File: config.mk
export PLATFORM = sky130hd
export DESIGN_NAME = bbc_ctrl
export DESIGN_NICKNAME = d
export VERILOG_FILES = /design/src/bbc_pkg.sv /design/src/bbc_ctrl.sv
export SDC_FILE = /design/constraint.sdc
export NUM_CORES = 1
export LEC_CHECK = 0
export BUFFER_PORTS_ARGS = -buffer_cell sky130_fd_sc_hd__buf_4
export CORE_AREA = 2 2 39 41
export CTS_CLUSTER_SIZE = 10
export DETAILED_ROUTE_END_ITERATION = 10
export DIE_AREA = 0 0 41 43
export PLACE_DENSITY = 0.75
export RECOVER_POWER = 50
export SLEW_MARGIN = 20
export SYNTH_ARGS = -nofsm -noshare
export SYNTH_HDL_FRONTEND = slang
export SYNTH_SLANG_ARGS = --single-unit
File: constraint.sdc
create_clock -name clk -period 1.9 [get_ports clk]
set_clock_uncertainty 0.05 [all_clocks]
set_input_delay 0.095 -clock clk [delete_from_list [all_inputs] [get_ports clk]]
set_output_delay 0.095 -clock clk [all_outputs]
set_load 0.005 [all_outputs]
File: src/bbc_pkg.sv
// Shared types and status codes for the buffer cache tag manager.
package bbc_pkg;

  localparam logic [2:0] ST_HIT       = 3'd0;
  localparam logic [2:0] ST_FRESH     = 3'd1;
  localparam logic [2:0] ST_EVICT     = 3'd2;
  localparam logic [2:0] ST_EXHAUSTED = 3'd3;
  localparam logic [2:0] ST_RELEASED  = 3'd4;
  localparam logic [2:0] ST_REL_ERR   = 3'd5;
  localparam logic [2:0] ST_SATURATED = 3'd6;

  localparam logic [15:0] CNT_MAX = 16'hFFFF;

  typedef enum logic [1:0] {
    OP_HIT   = 2'd0,
    OP_REL   = 2'd1,
    OP_EVICT = 2'd2
  } op_kind_t;

  typedef enum logic [5:0] {
    S_IDLE   = 6'b000001,
    S_DECODE = 6'b000010,
    S_SCAN   = 6'b000100,
    S_FETCH  = 6'b001000,
    S_OP     = 6'b010000,
    S_RESP   = 6'b100000
  } state_t;

  typedef struct packed {
    logic capture;
    logic decode;
    logic scan;
    logic hit;
    logic fresh;
    logic full;
    logic evict;
    logic exec;
    logic out_load;
  } cmd_t;

  typedef struct packed {
    logic is_rel;
    logic rel_bad;
    logic scan_more;
    logic pend;
    logic match;
    logic fresh_avail;
    logic list_empty;
  } sts_t;

endpackage

File: src/bbc_ctrl.sv
// Sequencing state machine for the buffer cache tag manager.
module bbc_ctrl (
  input  logic          clk,
  input  logic          rst_n,
  input  logic          in_valid,
  output logic          in_stall,
  output logic          out_valid,
  input  logic          out_stall,
  input  bbc_pkg::sts_t sts,
  output bbc_pkg::cmd_t cmd
);

  bbc_pkg::state_t state_r, state_nxt;
  logic out_valid_r, out_valid_nxt;

  assign in_stall  = (state_r != bbc_pkg::S_IDLE);
  assign out_valid = out_valid_r;

  always_comb begin
    state_nxt = state_r;
    cmd       = '0;
    case (state_r)
      bbc_pkg::S_IDLE: begin
        if (in_valid) begin
          cmd.capture = 1'b1;
          state_nxt   = bbc_pkg::S_DECODE;
        end
      end
      bbc_pkg::S_DECODE: begin
        cmd.decode = 1'b1;
        if (!sts.is_rel) state_nxt = bbc_pkg::S_SCAN;
        else if (sts.rel_bad) state_nxt = bbc_pkg::S_RESP;
        else state_nxt = bbc_pkg::S_FETCH;
      end
      bbc_pkg::S_SCAN: begin
        cmd.scan = 1'b1;
        if (sts.match) begin
          cmd.hit   = 1'b1;
          state_nxt = bbc_pkg::S_FETCH;
        end else if (!sts.pend && !sts.scan_more) begin
          // all slots in use checked, no hit
          if (sts.fresh_avail) begin
            cmd.fresh = 1'b1;
            state_nxt = bbc_pkg::S_RESP;
          end else if (sts.list_empty) begin
            cmd.full  = 1'b1;
            state_nxt = bbc_pkg::S_RESP;
          end else begin
            cmd.evict = 1'b1;
            state_nxt = bbc_pkg::S_FETCH;
          end
        end
      end
      bbc_pkg::S_FETCH: begin
        state_nxt = bbc_pkg::S_OP;
      end
      bbc_pkg::S_OP: begin
        cmd.exec  = 1'b1;
        state_nxt = bbc_pkg::S_RESP;
      end
      bbc_pkg::S_RESP: begin
        if (!out_valid_r || !out_stall) begin
          cmd.out_load = 1'b1;
          state_nxt    = bbc_pkg::S_IDLE;
        end
      end
      default: state_nxt = bbc_pkg::S_IDLE;
    endcase
  end

  always_comb begin
    out_valid_nxt = out_valid_r;
    if (out_valid_r && !out_stall) out_valid_nxt = 1'b0;
    if (cmd.out_load) out_valid_nxt = 1'b1;
  end

  always_ff @(posedge clk) begin
    if (!rst_n) begin
      state_r     <= bbc_pkg::S_IDLE;
      out_valid_r <= 1'b0;
    end else begin
      state_r     <= state_nxt;
      out_valid_r <= out_valid_nxt;
    end
  end

endmodule

==> results.toml <==
[critical_path]
worstPathCellList = "or4b_4 -> nor2_4 -> nand2_2 -> nor3b_2 -> buf_4"
arrival_ns = 1.65
critical_path_class = "register to output pin"
cpPeakStageDelay_ns = 0.58
cp_num_buf_inv = 1
worstSetupEndpointType = "output pin"
cp.required_ns = 1.75
critPathTopFamily = "simple AND/OR/NAND/NOR gates"
cp_max_fo = 6
start_kind = "register"
cp_slowest_cell = "or4b_4"

[placed_design]
hpwl_um = 929
place_area_um2 = 647
io_buffers = 21
gp_congestion = 0.793

[cts]
cts_root_buf = "clkbuf_4"
cts_num_sinks = 7
clk_latency_ns = 0.26
cts_buffers = 3
htree_levels = 1
clk_pin_slew_worst_paths_ns = 0.05
hold_buffers = 0
cts_tree = "built"
cts_buffer_depth = 2

[finish]
layout_commonest_cell = "buf_4"
final_layout_size_suffix_gt1_frac = 0.407
nets = 98
fin_util = 0.504
final_cell_mix = "buf_4 (20), nor2_1 (8), clkbuf_4 (6), dfxtp_1 (6), a21oi_1 (4)"
syn_to_final_growth_pct = 42.8
finalInstanceArea_um2 = 697
diodes = 0
fillers = 133

[pwr]
p_comb_frac = 0.210
power_density_mw_per_mm2 = 546
p_sw_uw = 102
ir_drop_v = 0.000261
pwr-share-seq = 0.423
p_leak_uw = 0.000314
p_int_uw = 278
power.share.clock = 0.367
swShare = 0.270

[timing]
worst_hold_slack_ns = 0.0142
rsz0062_at_grt = "false"
drv_slew = 0
hold_viol_final = 0
period_minus_slack_ns = 1.79
fin_crit_sh = 0.943
max_freq_ghz = 0.558
tightestPinTransition_ns = 0.371
maxSlewHeadroom = 0.751
fin_setup_tns_ns = 0
setup_viol = 0

[outcome]
status = "completed"

[logic_synthesis]
syn_area_um2 = 488
syn-instance-count = 61
synth_cell_types = 30
synth.net_count = 72
ys_seq_elements = 7
synth-edff-count = 0
synth_warnings = 0
synth_ff_type = "dfxtp_1"
synth.avg_cell_area_um2 = 8.00
postSynth.asyncResetShare = 0
seq_area_frac_synth = 0.287

[drt]
routed_wl_um = 1200
post_drt_wl_per_cell_um = 11.8
drt_iter0_markers = 10
dr.pass1.iters = 5
antenna_left = 0
vias = 517
drc = 0
vias_per_cell = 5.07

[global_routing]
grt_pass1_wl_um = 1940
grt_pass1_vias = 496
track_usage = 0.163
antenna_found_initial = 0
overflow = 0
grt_max_degree = 10

[die]
rows = 14
io_pins = 22
start_util = 0.353
coreArea_mm2 = 0.00138
die_h_um = 43
dieArea_mm2 = 0.00176
fp.dieW_um = 41

[job]
cap_violations = 0

[min_path]
hold_class = "input port to register"
Yosys cell counts, types with 2 or more instances:
library cell,n,area [µm²]
nand4b_1,2,17.5
nor2_2,2,12.5
nand2_1,4,15.0
nor3_1,3,15.0
nor3b_1,2,15.0
nor2_1,8,30.0
nor2b_1,2,12.5
o21ai_1,2,10.0
nand3b_1,2,15.0
and2_1,2,12.5
inv_1,2,7.51
a21oi_1,4,20.0
and3_1,3,18.8
dfxtp_1,7,140
layout make-up:
cell class,instances,area [µm²],area share
multi-input combinational,50,329,0.472
timing repair buffer,23,173,0.248
sequential,7,141,0.203
clock buffer,4,26.3,0.0377
tap,16,20.0,0.0287
inverter,2,7.51,0.0108
cells by family (layout without fill, tap and decap cells):
| group | Yosys count | in the layout | share of synthesized area |
|---|---|---|---|
| DFF | 7 | 7 | 0.287 |
| AOI/OAI and AO/OA | 11 | 11 | 0.141 |
| xor gates and xnor gates | 1 | 1 | 0.0180 |
| and+or+nand+nor | 37 | 37 | 0.477 |
| buffers and inverters | 4 | 29 | 0.0539 |
| muxes | 1 | 1 | 0.0231 |
what timing repair did:
action / 4_1_cts / 5_1_grt
setup buffers: 0 / 2
endpoints found under the hold margin: 0 / 0
gates resized for setup: 0 / 3
endpoints found under the setup margin: 0 / 2
stage by stage:
step	total power, µW	instances	setup slack, ns
after floorplan	207	61	0.458
after global placement	241	96	0.321
after detailed placement	242	96	0.292
after CTS	379	100	0.00840
after global routing	399	102	0.00597
final	380	102	0.109
final timing paths:
path,cells past startpoint,from,slack [ns],to
setup / recovery,5,state_r[4]$_SDFFE_PN0P_,0.11,cmd[3]
hold / removal,2,rst_n,0.01,state_r[0]$_SDFFE_PN1P_
setup reg to reg,4,state_r[4]$_SDFFE_PN0P_,0.17,state_r[0]$_SDFFE_PN1P_
hold reg to reg,2,state_r[3]$_SDFFE_PN0P_,0.45,state_r[4]$_SDFFE_PN0P_
sequential cells by signal, indices dropped and copies added, names as in the netlist:
signal and flops:
out_valid 1, state_r 6
routing by layer:
| metal | track usage | routed length (µm) |
|---|---|---|
| met4 | 0.0800 | 19 |
| met1 | 0.180 | 506 |
| met3 | 0.0471 | 82 |
| met5 | 0 | 0 |
| met2 | 0.266 | 594 |
power groups by stage:
stage | clock network, µW | logic [µW] | registers [µW]
2_1_floorplan | 0 | 47.8 | 159
4_1_cts | 139 | 79.5 | 161
3_3_place_gp | 0 | 77.8 | 163
6_report | 140 | 80.0 | 161
5_1_grt | 147 | 90.0 | 162
3_5_place_dp | 0 | 78.7 | 164
(Power assumes the default switching activity.)
